`src/hw/rtl/polyblep_oscillator_macros.svh`:
```
// assertion macros for the polyblep oscillator
`ifndef POLYBLEP_OSCILLATOR_MACROS_SVH
`define POLYBLEP_OSCILLATOR_MACROS_SVH

// same-cycle implication, disabled during reset
`define PBL_ASSERT_SAME(lbl, clk, rstn, ante, cons, msg) \
    lbl: assert property (@(posedge clk) disable iff (!rstn) (ante) |-> (cons)) \
        else $error(msg);

// next-cycle implication, disabled during reset
`define PBL_ASSERT_NEXT(lbl, clk, rstn, ante, cons, msg) \
    lbl: assert property (@(posedge clk) disable iff (!rstn) (ante) |=> (cons)) \
        else $error(msg);

`endif

```
`src/hw/rtl/pblosc_pkg.sv`:
```
// shared types and constants for the polyblep oscillator
`timescale 1ns / 1ps

package pblosc_pkg;

    // default parameter values
    localparam int PHASE_BITS_DEF     = 24;
    localparam int SINE_ADDR_BITS_DEF = 10;
    localparam int SAMPLE_BITS_DEF    = 16;

    // configuration port
    localparam int CFG_IDX_W  = 2;
    localparam int CFG_DATA_W = 23;
    localparam logic [CFG_IDX_W-1:0] CFG_WAVE_TYPE = CFG_IDX_W'(0);
    localparam logic [CFG_IDX_W-1:0] CFG_PHASE_INC = CFG_IDX_W'(1);
    localparam logic [CFG_IDX_W-1:0] CFG_GAIN      = CFG_IDX_W'(2);

    localparam int WAVE_W = 2;
    typedef enum logic [WAVE_W-1:0] {
        WAVE_SINE   = 2'd0,
        WAVE_SAW    = 2'd1,
        WAVE_SQUARE = 2'd2
    } wave_t;

    localparam int GAIN_W = 16;
    localparam logic [GAIN_W-1:0] GAIN_RESET = 16'd16384;

    // fixed-point formats
    localparam int FRAC_BITS = 30;
    localparam int ACC_W     = 34;
    localparam logic signed [ACC_W-1:0] ACC_ONE = ACC_W'(1) <<< FRAC_BITS;
    localparam int T_W = FRAC_BITS + 1;
    localparam logic [T_W-1:0] T_ONE = T_W'(1) << FRAC_BITS;

    // shared multiplier
    localparam int MUL_W  = 32;
    localparam int PROD_W = 2 * MUL_W;
    localparam int SCL_W  = MUL_W + GAIN_W + 1;

    // sine series: quarter-wave angle and odd-term divisors with reciprocals
    localparam logic [MUL_W-1:0] HALF_PI_Q30 = 32'd1686629713;
    localparam int SER_TERMS       = 5;
    localparam int TERM_W          = $clog2(SER_TERMS);
    localparam int SER_DIV_W       = 7;
    localparam int SER_RECIP_SHIFT = 33;
    localparam logic [SER_DIV_W-1:0] SER_DIVISOR [0:SER_TERMS-1] = '{
        7'd110, 7'd72, 7'd42, 7'd20, 7'd6
    };
    localparam logic [MUL_W-1:0] SER_RECIP [0:SER_TERMS-1] = '{
        32'((64'd1 << SER_RECIP_SHIFT) / 64'd110),
        32'((64'd1 << SER_RECIP_SHIFT) / 64'd72),
        32'((64'd1 << SER_RECIP_SHIFT) / 64'd42),
        32'((64'd1 << SER_RECIP_SHIFT) / 64'd20),
        32'((64'd1 << SER_RECIP_SHIFT) / 64'd6)
    };

    // polyblep ratio divider, two quotient bits per cycle
    localparam int U_BITS    = 30;
    localparam int DIV_STEPS = U_BITS / 2;
    localparam int DIV_CNT_W = $clog2(DIV_STEPS);

    typedef enum logic [3:0] {
        ST_IDLE,
        ST_INIT,
        ST_SIN_X,
        ST_SIN_X2,
        ST_SIN_TQ,
        ST_SIN_EST,
        ST_SIN_CHK,
        ST_SIN_FIX,
        ST_SIN_FIN,
        ST_SIN_V,
        ST_BLP_CHK,
        ST_BLP_DIV,
        ST_BLP_SQ,
        ST_SCALE,
        ST_ROUND
    } state_t;

endpackage

```
`src/hw/rtl/pblosc_mul.sv`:
```
// shared 32x32 unsigned multiplier with registered product
`timescale 1ns / 1ps

module pblosc_mul (
    input  logic                           aclk,
    input  logic                           en,
    input  logic [pblosc_pkg::MUL_W-1:0]   a,
    input  logic [pblosc_pkg::MUL_W-1:0]   b,
    output logic [pblosc_pkg::PROD_W-1:0]  prod
);

    logic [pblosc_pkg::PROD_W-1:0] prod_reg;
    logic [pblosc_pkg::PROD_W-1:0] prod_next;

    assign prod_next = pblosc_pkg::PROD_W'(a) * pblosc_pkg::PROD_W'(b);

    always_ff @(posedge aclk) begin
        if (en) begin
            prod_reg <= prod_next;
        end
    end

    assign prod = prod_reg;

endmodule

```
`src/hw/rtl/pblosc_div.sv`:
```
// radix-4 restoring divider for the polyblep ratio dist/increment in Q30
`timescale 1ns / 1ps

module pblosc_div #(
    parameter int PHASE_BITS = pblosc_pkg::PHASE_BITS_DEF
) (
    input  logic                            aclk,
    input  logic                            aresetn,
    input  logic                            start,
    input  logic [PHASE_BITS-2:0]           dividend,
    input  logic [PHASE_BITS-2:0]           divisor,
    output logic                            done,
    output logic [pblosc_pkg::U_BITS-1:0]   quotient
);

    localparam int DEN_W = PHASE_BITS - 1;
    localparam int REM_W = PHASE_BITS;
    localparam int CW    = pblosc_pkg::DIV_CNT_W;
    localparam int QW    = pblosc_pkg::U_BITS;

    logic             busy_reg, busy_next;
    logic             done_reg, done_next;
    logic [CW-1:0]    cnt_reg, cnt_next;
    logic [REM_W-1:0] rem_reg, rem_next;
    logic [DEN_W-1:0] den_reg, den_next;
    logic [QW-1:0]    quo_reg, quo_next;

    logic [REM_W-1:0] den_ext;
    logic [REM_W-1:0] sh1, r1, sh2, r2;
    logic             ge1, ge2;

    // remainder stays below the divisor, so its top bit is always clear before a shift
    assign den_ext = {1'b0, den_reg};
    assign sh1     = {rem_reg[REM_W-2:0], 1'b0};
    assign ge1     = sh1 >= den_ext;
    assign r1      = ge1 ? sh1 - den_ext : sh1;
    assign sh2     = {r1[REM_W-2:0], 1'b0};
    assign ge2     = sh2 >= den_ext;
    assign r2      = ge2 ? sh2 - den_ext : sh2;

    always_comb begin
        busy_next = busy_reg;
        done_next = 1'b0;
        cnt_next  = cnt_reg;
        rem_next  = rem_reg;
        den_next  = den_reg;
        quo_next  = quo_reg;
        if (start) begin
            busy_next = 1'b1;
            cnt_next  = '0;
            rem_next  = {1'b0, dividend};
            den_next  = divisor;
            quo_next  = '0;
        end else if (busy_reg) begin
            rem_next = r2;
            quo_next = {quo_reg[QW-3:0], ge1, ge2};
            cnt_next = cnt_reg + CW'(1);
            if (cnt_reg == CW'(pblosc_pkg::DIV_STEPS - 1)) begin
                busy_next = 1'b0;
                done_next = 1'b1;
            end
        end
    end

    always_ff @(posedge aclk) begin
        if (!aresetn) begin
            busy_reg <= 1'b0;
            done_reg <= 1'b0;
            cnt_reg  <= '0;
        end else begin
            busy_reg <= busy_next;
            done_reg <= done_next;
            cnt_reg  <= cnt_next;
        end
    end

    always_ff @(posedge aclk) begin
        rem_reg <= rem_next;
        den_reg <= den_next;
        quo_reg <= quo_next;
    end

    assign done     = done_reg;
    assign quotient = quo_reg;

endmodule

```
`src/hw/rtl/polyblep_oscillator.sv`:
```
// polyblep oscillator top level: config registers, sequencer, shared units, output register
// each polyblep correction is one divider pass plus one multiplier pass; the sine series
// runs x, x squared, a product, reciprocal estimate and check per term, and x times the
// series through the shared 32x32 multiplier
// a request is taken only while idle, after the last result is written; a waiting result does not block a request
// synchronous active-low reset clears phase and control, loads wave 0, increment 0, gain unity
`timescale 1ns / 1ps
`include "polyblep_oscillator_macros.svh"

module polyblep_oscillator #(
    parameter int PHASE_BITS           = pblosc_pkg::PHASE_BITS_DEF,
    parameter int SINE_TABLE_ADDR_BITS = pblosc_pkg::SINE_ADDR_BITS_DEF,
    parameter int SAMPLE_BITS          = pblosc_pkg::SAMPLE_BITS_DEF
) (
    input  logic                                aclk,
    input  logic                                aresetn,
    input  logic                                cfg_wr_en,
    input  logic [pblosc_pkg::CFG_IDX_W-1:0]    cfg_index,
    input  logic [pblosc_pkg::CFG_DATA_W-1:0]   cfg_data,
    input  logic                                s_valid,
    output logic                                s_ready,
    input  logic                                s_phase_restart,
    output logic                                m_valid,
    input  logic                                m_ready,
    output logic signed [SAMPLE_BITS-1:0]       m_sample_out
);

    localparam int PB        = PHASE_BITS;
    localparam int INC_W     = PHASE_BITS - 1;
    localparam int AW        = SINE_TABLE_ADDR_BITS;
    localparam int PQ_SHIFT  = 32 - PHASE_BITS;
    localparam int OUT_SHIFT = 45 - SAMPLE_BITS;
    localparam int ACC_W     = pblosc_pkg::ACC_W;
    localparam int MUL_W     = pblosc_pkg::MUL_W;
    localparam int PROD_W    = pblosc_pkg::PROD_W;
    localparam int SCL_W     = pblosc_pkg::SCL_W;
    localparam int FRAC      = pblosc_pkg::FRAC_BITS;
    localparam int T_W       = pblosc_pkg::T_W;
    localparam int TW        = pblosc_pkg::TERM_W;
    localparam int UW        = pblosc_pkg::U_BITS;
    localparam int RS        = pblosc_pkg::SER_RECIP_SHIFT;

    localparam logic [PB:0] PH_ONE = {1'b1, {PB{1'b0}}};
    localparam logic [AW:0] ROM_N  = {1'b1, {AW{1'b0}}};
    localparam logic signed [SCL_W-1:0] RND_HALF = SCL_W'(1) <<< (OUT_SHIFT - 1);
    localparam logic signed [SCL_W-1:0] OUT_MAX  = (SCL_W'(1) <<< (SAMPLE_BITS - 1)) - 1;
    localparam logic signed [SCL_W-1:0] OUT_MIN  = -OUT_MAX - 1;

    // configuration registers
    logic [pblosc_pkg::WAVE_W-1:0] wave_reg;
    logic [INC_W-1:0]              inc_reg;
    logic [pblosc_pkg::GAIN_W-1:0] gain_reg;

    // sequencer and datapath registers
    pblosc_pkg::state_t state_reg, state_next;
    logic [PB-1:0]            phase_reg, phase_next;
    logic [PB-1:0]            p_reg, p_next;
    logic signed [ACC_W-1:0]  acc_reg, acc_next;
    logic [MUL_W-1:0]         x_reg, x_next;
    logic [MUL_W-1:0]         x2_reg, x2_next;
    logic [T_W-1:0]           t_reg, t_next;
    logic [MUL_W-1:0]         q_reg, q_next;
    logic [FRAC-1:0]          est_reg, est_next;
    logic [TW-1:0]            term_reg, term_next;
    logic                     bsel_reg, bsel_next;
    logic                     bend_reg, bend_next;
    logic                     m_valid_reg, m_valid_next;
    logic signed [SAMPLE_BITS-1:0] sample_reg, sample_next;

    // shared units
    logic                mul_en;
    logic [MUL_W-1:0]    mul_a, mul_b;
    logic [PROD_W-1:0]   prod;
    logic                div_start;
    logic [INC_W-1:0]    div_dividend;
    logic                div_done;
    logic [UW-1:0]       div_quo;

    // combinational helpers
    logic [PB-1:0]            in_phase;
    logic [1:0]               quad;
    logic [AW-1:0]            sin_idx;
    logic [AW:0]              sin_k;
    logic [31:0]              pq_shift;
    logic signed [ACC_W-1:0]  saw_init;
    logic signed [ACC_W-1:0]  sqr_init;
    logic [PB-1:0]            blep_t;
    logic                     inc_zero;
    logic                     is_start;
    logic                     is_end;
    logic [PB:0]              one_minus_dt;
    logic [PB:0]              dist_end;
    logic [UW-1:0]            u_sq;
    logic signed [ACC_W-1:0]  blep_start;
    logic signed [ACC_W-1:0]  blep_val;
    logic                     blep_sub;
    logic signed [ACC_W-1:0]  acc_blep;
    logic                     blep_more;
    logic [MUL_W-1:0]         prod_q30;
    logic [MUL_W:0]           fix_rem;
    logic                     fix_up;
    logic [FRAC-1:0]          est_fix;
    logic [T_W-1:0]           t_fix;
    logic [T_W-1:0]           sin_v;
    logic signed [ACC_W-1:0]  sin_signed;
    logic signed [ACC_W-1:0]  acc_abs;
    logic [SCL_W-2:0]         scl_mag;
    logic signed [SCL_W-1:0]  scl_signed;
    logic signed [SCL_W-1:0]  scl_rnd;
    logic signed [SCL_W-1:0]  scl_shift;
    logic signed [SAMPLE_BITS-1:0] sample_sat;

    pblosc_mul u_mul (
        .aclk (aclk),
        .en   (mul_en),
        .a    (mul_a),
        .b    (mul_b),
        .prod (prod)
    );

    pblosc_div #(
        .PHASE_BITS (PHASE_BITS)
    ) u_div (
        .aclk     (aclk),
        .aresetn  (aresetn),
        .start    (div_start),
        .dividend (div_dividend),
        .divisor  (inc_reg),
        .done     (div_done),
        .quotient (div_quo)
    );

    assign in_phase = s_phase_restart ? '0 : phase_reg;

    // quarter-wave lookup index, mirrored in the odd quadrants
    assign quad    = p_reg[PB-1:PB-2];
    assign sin_idx = p_reg[PB-3 -: AW];
    assign sin_k   = quad[0] ? ROM_N - {1'b0, sin_idx} : {1'b0, sin_idx};

    assign pq_shift = 32'(p_reg) << PQ_SHIFT;
    assign saw_init = $signed(ACC_W'({pq_shift[31:2], 1'b0})) - pblosc_pkg::ACC_ONE;
    assign sqr_init = p_reg[PB-1] ? -pblosc_pkg::ACC_ONE : pblosc_pkg::ACC_ONE;

    // second square correction looks at the phase plus half a cycle
    assign blep_t       = {p_reg[PB-1] ^ bsel_reg, p_reg[PB-2:0]};
    assign inc_zero     = inc_reg == '0;
    assign is_start     = blep_t < {1'b0, inc_reg};
    assign one_minus_dt = PH_ONE - {2'b00, inc_reg};
    assign is_end       = {1'b0, blep_t} > one_minus_dt;
    assign dist_end     = PH_ONE - {1'b0, blep_t};

    assign u_sq       = prod[FRAC +: UW];
    assign blep_start = $signed(ACC_W'({div_quo, 1'b0})) - $signed(ACC_W'(u_sq))
                        - pblosc_pkg::ACC_ONE;
    assign blep_val   = bend_reg ? -blep_start : blep_start;
    assign blep_sub   = (wave_reg == pblosc_pkg::WAVE_SAW) || bsel_reg;
    assign acc_blep   = blep_sub ? acc_reg - blep_val : acc_reg + blep_val;
    assign blep_more  = (wave_reg == pblosc_pkg::WAVE_SQUARE) && !bsel_reg;

    // series term: floor(q/d) by reciprocal estimate plus one correction
    assign prod_q30   = prod[FRAC +: MUL_W];
    assign fix_rem    = {1'b0, q_reg} - prod[MUL_W:0];
    assign fix_up     = fix_rem >= (MUL_W + 1)'(pblosc_pkg::SER_DIVISOR[term_reg]);
    assign est_fix    = est_reg + FRAC'(fix_up);
    assign t_fix      = pblosc_pkg::T_ONE - {1'b0, est_fix};
    assign sin_v      = prod[FRAC +: T_W];
    assign sin_signed = p_reg[PB-1] ? -$signed(ACC_W'(sin_v)) : $signed(ACC_W'(sin_v));

    // gain, round half up, saturate
    assign acc_abs    = acc_reg[ACC_W-1] ? -acc_reg : acc_reg;
    assign scl_mag    = prod[SCL_W-2:0];
    assign scl_signed = acc_reg[ACC_W-1] ? -$signed({1'b0, scl_mag}) : $signed({1'b0, scl_mag});
    assign scl_rnd    = scl_signed + RND_HALF;
    assign scl_shift  = scl_rnd >>> OUT_SHIFT;
    assign sample_sat = (scl_shift > OUT_MAX) ? OUT_MAX[SAMPLE_BITS-1:0] :
                        (scl_shift < OUT_MIN) ? OUT_MIN[SAMPLE_BITS-1:0] :
                        scl_shift[SAMPLE_BITS-1:0];

    always_comb begin
        state_next   = state_reg;
        phase_next   = phase_reg;
        p_next       = p_reg;
        acc_next     = acc_reg;
        x_next       = x_reg;
        x2_next      = x2_reg;
        t_next       = t_reg;
        q_next       = q_reg;
        est_next     = est_reg;
        term_next    = term_reg;
        bsel_next    = bsel_reg;
        bend_next    = bend_reg;
        sample_next  = sample_reg;
        m_valid_next = m_valid_reg && !m_ready;
        mul_en       = 1'b0;
        mul_a        = '0;
        mul_b        = '0;
        div_start    = 1'b0;
        div_dividend = '0;
        case (state_reg)
            pblosc_pkg::ST_IDLE: begin
                if (s_valid) begin
                    p_next     = in_phase;
                    phase_next = in_phase + PB'(inc_reg);
                    state_next = pblosc_pkg::ST_INIT;
                end
            end
            pblosc_pkg::ST_INIT: begin
                bsel_next = 1'b0;
                case (wave_reg)
                    pblosc_pkg::WAVE_SINE: begin
                        mul_en     = 1'b1;
                        mul_a      = pblosc_pkg::HALF_PI_Q30;
                        mul_b      = MUL_W'(sin_k);
                        state_next = pblosc_pkg::ST_SIN_X;
                    end
                    pblosc_pkg::WAVE_SAW: begin
                        acc_next   = saw_init;
                        state_next = pblosc_pkg::ST_BLP_CHK;
                    end
                    pblosc_pkg::WAVE_SQUARE: begin
                        acc_next   = sqr_init;
                        state_next = pblosc_pkg::ST_BLP_CHK;
                    end
                    default: begin
                        acc_next   = '0;
                        state_next = pblosc_pkg::ST_SCALE;
                    end
                endcase
            end
            pblosc_pkg::ST_SIN_X: begin
                x_next     = prod[AW +: MUL_W];
                mul_en     = 1'b1;
                mul_a      = prod[AW +: MUL_W];
                mul_b      = prod[AW +: MUL_W];
                state_next = pblosc_pkg::ST_SIN_X2;
            end
            pblosc_pkg::ST_SIN_X2: begin
                x2_next    = prod_q30;
                t_next     = pblosc_pkg::T_ONE;
                term_next  = '0;
                state_next = pblosc_pkg::ST_SIN_TQ;
            end
            pblosc_pkg::ST_SIN_TQ: begin
                mul_en     = 1'b1;
                mul_a      = x2_reg;
                mul_b      = MUL_W'(t_reg);
                state_next = pblosc_pkg::ST_SIN_EST;
            end
            pblosc_pkg::ST_SIN_EST: begin
                q_next     = prod_q30;
                mul_en     = 1'b1;
                mul_a      = prod_q30;
                mul_b      = pblosc_pkg::SER_RECIP[term_reg];
                state_next = pblosc_pkg::ST_SIN_CHK;
            end
            pblosc_pkg::ST_SIN_CHK: begin
                est_next   = prod[RS +: FRAC];
                mul_en     = 1'b1;
                mul_a      = MUL_W'(prod[RS +: FRAC]);
                mul_b      = MUL_W'(pblosc_pkg::SER_DIVISOR[term_reg]);
                state_next = pblosc_pkg::ST_SIN_FIX;
            end
            pblosc_pkg::ST_SIN_FIX: begin
                t_next    = t_fix;
                term_next = term_reg + TW'(1);
                if (term_reg == TW'(pblosc_pkg::SER_TERMS - 1)) begin
                    state_next = pblosc_pkg::ST_SIN_FIN;
                end else begin
                    state_next = pblosc_pkg::ST_SIN_TQ;
                end
            end
            pblosc_pkg::ST_SIN_FIN: begin
                mul_en     = 1'b1;
                mul_a      = x_reg;
                mul_b      = MUL_W'(t_reg);
                state_next = pblosc_pkg::ST_SIN_V;
            end
            pblosc_pkg::ST_SIN_V: begin
                acc_next   = sin_signed;
                state_next = pblosc_pkg::ST_SCALE;
            end
            pblosc_pkg::ST_BLP_CHK: begin
                if (!inc_zero && is_start) begin
                    div_start    = 1'b1;
                    div_dividend = blep_t[INC_W-1:0];
                    bend_next    = 1'b0;
                    state_next   = pblosc_pkg::ST_BLP_DIV;
                end else if (!inc_zero && is_end) begin
                    div_start    = 1'b1;
                    div_dividend = dist_end[INC_W-1:0];
                    bend_next    = 1'b1;
                    state_next   = pblosc_pkg::ST_BLP_DIV;
                end else if (blep_more) begin
                    bsel_next = 1'b1;
                end else begin
                    state_next = pblosc_pkg::ST_SCALE;
                end
            end
            pblosc_pkg::ST_BLP_DIV: begin
                if (div_done) begin
                    mul_en     = 1'b1;
                    mul_a      = MUL_W'(div_quo);
                    mul_b      = MUL_W'(div_quo);
                    state_next = pblosc_pkg::ST_BLP_SQ;
                end
            end
            pblosc_pkg::ST_BLP_SQ: begin
                acc_next = acc_blep;
                if (blep_more) begin
                    bsel_next  = 1'b1;
                    state_next = pblosc_pkg::ST_BLP_CHK;
                end else begin
                    state_next = pblosc_pkg::ST_SCALE;
                end
            end
            pblosc_pkg::ST_SCALE: begin
                mul_en     = 1'b1;
                mul_a      = acc_abs[MUL_W-1:0];
                mul_b      = MUL_W'(gain_reg);
                state_next = pblosc_pkg::ST_ROUND;
            end
            pblosc_pkg::ST_ROUND: begin
                // hold here while the previous result is still unclaimed
                if (!m_valid_reg || m_ready) begin
                    sample_next  = sample_sat;
                    m_valid_next = 1'b1;
                    state_next   = pblosc_pkg::ST_IDLE;
                end
            end
            default: begin
                state_next = pblosc_pkg::ST_IDLE;
            end
        endcase
    end

    always_ff @(posedge aclk) begin
        if (!aresetn) begin
            wave_reg <= pblosc_pkg::WAVE_SINE;
            inc_reg  <= '0;
            gain_reg <= pblosc_pkg::GAIN_RESET;
        end else if (cfg_wr_en) begin
            case (cfg_index)
                pblosc_pkg::CFG_WAVE_TYPE: begin
                    wave_reg <= cfg_data[pblosc_pkg::WAVE_W-1:0];
                end
                pblosc_pkg::CFG_PHASE_INC: begin
                    inc_reg <= INC_W'(cfg_data);
                end
                pblosc_pkg::CFG_GAIN: begin
                    gain_reg <= cfg_data[pblosc_pkg::GAIN_W-1:0];
                end
                default: begin
                end
            endcase
        end
    end

    always_ff @(posedge aclk) begin
        if (!aresetn) begin
            state_reg   <= pblosc_pkg::ST_IDLE;
            phase_reg   <= '0;
            term_reg    <= '0;
            bsel_reg    <= 1'b0;
            bend_reg    <= 1'b0;
            m_valid_reg <= 1'b0;
        end else begin
            state_reg   <= state_next;
            phase_reg   <= phase_next;
            term_reg    <= term_next;
            bsel_reg    <= bsel_next;
            bend_reg    <= bend_next;
            m_valid_reg <= m_valid_next;
        end
    end

    always_ff @(posedge aclk) begin
        p_reg      <= p_next;
        acc_reg    <= acc_next;
        x_reg      <= x_next;
        x2_reg     <= x2_next;
        t_reg      <= t_next;
        q_reg      <= q_next;
        est_reg    <= est_next;
        sample_reg <= sample_next;
    end

    assign s_ready      = state_reg == pblosc_pkg::ST_IDLE;
    assign m_valid      = m_valid_reg;
    assign m_sample_out = sample_reg;

    `PBL_ASSERT_NEXT(a_busy_after_accept, aclk, aresetn, s_valid && s_ready, !s_ready, "ready stayed high after a request was accepted")
    `PBL_ASSERT_SAME(a_div_done_in_wait, aclk, aresetn, div_done, state_reg == pblosc_pkg::ST_BLP_DIV, "divider finished outside its wait state")
    `PBL_ASSERT_NEXT(a_phase_step, aclk, aresetn, s_valid && s_ready, phase_reg == ($past(s_phase_restart) ? '0 : $past(phase_reg)) + PB'($past(inc_reg)), "phase did not advance by the increment")

endmodule

```
`config.mk`:
```
export PLATFORM = sky130hd
export DESIGN_NAME = polyblep_oscillator
export DESIGN_NICKNAME = d
export VERILOG_FILES = /design/src/hw/rtl/pblosc_pkg.sv /design/src/hw/rtl/pblosc_mul.sv /design/src/hw/rtl/pblosc_div.sv /design/src/hw/rtl/polyblep_oscillator.sv
export VERILOG_INCLUDE_DIRS = /design/src /design/src/hw/rtl
export SDC_FILE = /design/constraint.sdc
export NUM_CORES = 2
export LEC_CHECK = 0
export ABC_AREA = 1
export BUFFER_PORTS_ARGS = -buffer_cell sky130_fd_sc_hd__buf_2
export CORE_MARGIN = 2
export CORE_UTILIZATION = 35
export DETAILED_ROUTE_END_ITERATION = 12
export PLACE_DENSITY = 0.57
export SKIP_CTS_REPAIR_TIMING = 1
export SLEW_MARGIN = 40
export SYNTH_ARGS = -nofsm -noshare
export SYNTH_HDL_FRONTEND = slang
export SYNTH_SLANG_ARGS = --single-unit
```
`constraint.sdc`:
```
create_clock -name aclk -period 13.48 [get_ports aclk]
set_input_delay 2.022 -clock aclk [delete_from_list [all_inputs] [get_ports aclk]]
set_output_delay 2.022 -clock aclk [all_outputs]
set_load 0.02 [all_outputs]
```
==> out/results.ini <==
[status]
status = finished clean

[timing]
max_slew_margin = 0.385
skew_ns = 0.0374
setup_violations = 0
post-route-period-util = 0.828
hold_viol_final = 0
rsz0062_at_grt = false
finalCriticalPeriod_ns = 11.17
maxSlewViolCount = 0
fmax_mhz = 89.6
fin_setup_tns_ns = 0
worstMarginPinSlew_ns = 0.914
timing.hold.ws_ns = 0.458

[critical_path]
cp.arrival_ns = 11.56
critPathLaunchType = flip-flop
critPathTopFamily = adder cells
path_buf_inv = 15
worstSetupEndpointType = flip-flop
required_ns = 13.88
cpMostUsedCell = inv_1
path_max_fanout = 34
cp_slowest_stage_delay_ns = 0.69
worstSetupPathType = reg -> reg
cp_slowest_cell = clkinv_1

[detailed_routing]
firstDrtPassIters = 6
drc = 0
finalWirelength_um = 282000
drt_iter0_markers = 5876
post_drt_wl_per_cell_um = 24.7
via_count = 61100
ant_nets = 0
via_per_inst = 5.36

[layout]
largest_reg_flops = 63
area_growth_pct = 8.28
drive_gt1_frac = 0.0575
fillers = 20200
fin_nets = 10300

[die]
core-area_mm2 = 0.193
row_count = 161
die_h_um = 445
die-width_um = 445
num_io_pins = 49
start_util = 0.352
dieArea_mm2 = 0.198

[flow_run]
drv_cap = 0

[synthesis]
yosysSeqAreaShare = 0.183
ys_async_sr_fraction = 0
yosysTopAreaCell = fa_1
synth_cell_type_count = 73
ys.flop_type = edfxtp_1
ys_ff_latch = 451
syn_area_mm2 = 0.0679
yosysTopAreaCellShare = 0.265
synthTopCellsByArea = fa_1 (27%), edfxtp_1 (15%), inv_1 (10%)
synthCells = 8815
synth_edf_count = 340
synth_area_per_cell_um2 = 7.71
ys.warnings.count = 0
synthesis.nets = 10200

[global_route]
grt_overflow_total = 0
grt_start_max_net_pins = 80
grt_pass1_wl_um = 412000
antenna_found_initial = 7
track_usage = 0.282
grt_pass1_vias = 61400

[worst_hold_path]
min-delay-path-class = reg -> reg

[clock_network]
clock_latency_ns = 0.65
cts_tree = done
clock_path_buffers = 3
root_buffer = clkbuf_16
h-tree-depth = 2
cts.sinks = 451
clk_pin_slew_ns = 0.07
cts_made_buffers = 52

[placement]
io_buffers = 48
gp_congestion = 0.996
dpl.hpwl_um = 227000

==> layout make-up <==
class	count	area (um2)	area share
Timing Repair Buffer	218	1540	0.0210
Tap cell	2526	3160	0.0430
Inverter	1865	7010	0.0953
Multi-Input combinational cell	6234	47600	0.647
Antenna cell	6	15.0	0.000204
Sequential cell	451	12400	0.169
Clock buffer	66	1460	0.0198
Clock inverter	32	347	0.00471
==> tightest hold or removal path, cell delays in order, from the launching register on <==
cell and delay, ns:
dfxtp_1 0.30, inv_1 0.06, a21oi_1 0.05
==> final timing paths <==
check / start / end / slack, ns / cells after the start
min: phase_reg[0] / phase_reg[0] / 0.46 / 2
min reg2reg: phase_reg[0] / phase_reg[0] / 0.46 / 2
max reg2reg: state_reg[3] / u_mul.prod[57] / 2.31 / 41
max: state_reg[3] / u_mul.prod[57] / 2.31 / 41
==> cell families (layout without fill, tap and decap cells) <==
logic type / Yosys count / in the layout / share of synthesized area
DFF: 451 / 451 / 0.183
buffers and inverters: 2130 / 2181 / 0.119
adders and majority gates: 1399 / 1399 / 0.357
xor gates and xnor gates: 280 / 280 / 0.0364
and+or+nand+nor: 3410 / 3410 / 0.208
AOI/OAI and AO/OA: 1142 / 1142 / 0.0960
muxes: 3 / 3 / 0.000442
other: 0 / 6 / 0
==> synth_stat cells (82+ instances only) <==
library cell     n
a21oi_1        461
clkbuf_1       219
dfxtp_1        111
edfxtp_1       340
fa_1           900
ha_1           499
inv_1         1811
nand2_1       1793
nand3_1        258
nand4_1         84
nor2_1         992
nor3_1          82
o21ai_0        368
xnor2_1         89
xor2_1         188
==> layout by cell type (no fill, tap or decap), types with 14 or more instances in the layout <==
cell / instances
inv_1: 1797
nand2_1: 1789
nor2_1: 979
fa_1: 900
ha_1: 499
a21oi_1: 459
o21ai_0: 367
edfxtp_1: 340
nand3_1: 257
xor2_1: 188
buf_4: 165
dfxtp_1: 111
xnor2_1: 89
nand4_1: 84
nor3_1: 80
clkbuf_16: 54
buf_2: 48
a31oi_1: 44
nor2_2: 41
a211oi_1: 39
nand2_2: 39
nor4_1: 37
clkinv_1: 33
o211ai_1: 33
inv_2: 33
a21o_1: 24
o221ai_1: 24
a2111oi_0: 22
or2_2: 21
o22ai_1: 18
o21a_1: 16
o21ai_1: 16
clkinv_2: 15
o21bai_1: 14
nor3_2: 14
nand3b_1: 14
==> through the flow <==
step | std cells | area (um2) | worst slack, ns | util
final | 11400 | 73600 | 2.31 | 0.382
after global routing | 11400 | 73500 | 1.90 | 0.381
after CTS | 11400 | 73500 | 2.45 | 0.381
after detailed placement | 11300 | 71700 | 2.49 | 0.372
after global placement | 11300 | 71700 | 2.07 | 0.372
after floorplan | 8815 | 67900 | 3.55 | -
==> routing by layer <==
metal	wire length [um]	up-vias	track usage
met5	28	-	0
met4	18400	4	0.153
met3	21800	671	0.0489
met2	125000	2746	0.446
met1	116000	30200	0.368
li1	-	27500	-
Power is not shown: default switching activity piles up to over one toggle a cycle in this logic, so the estimate is an artifact.
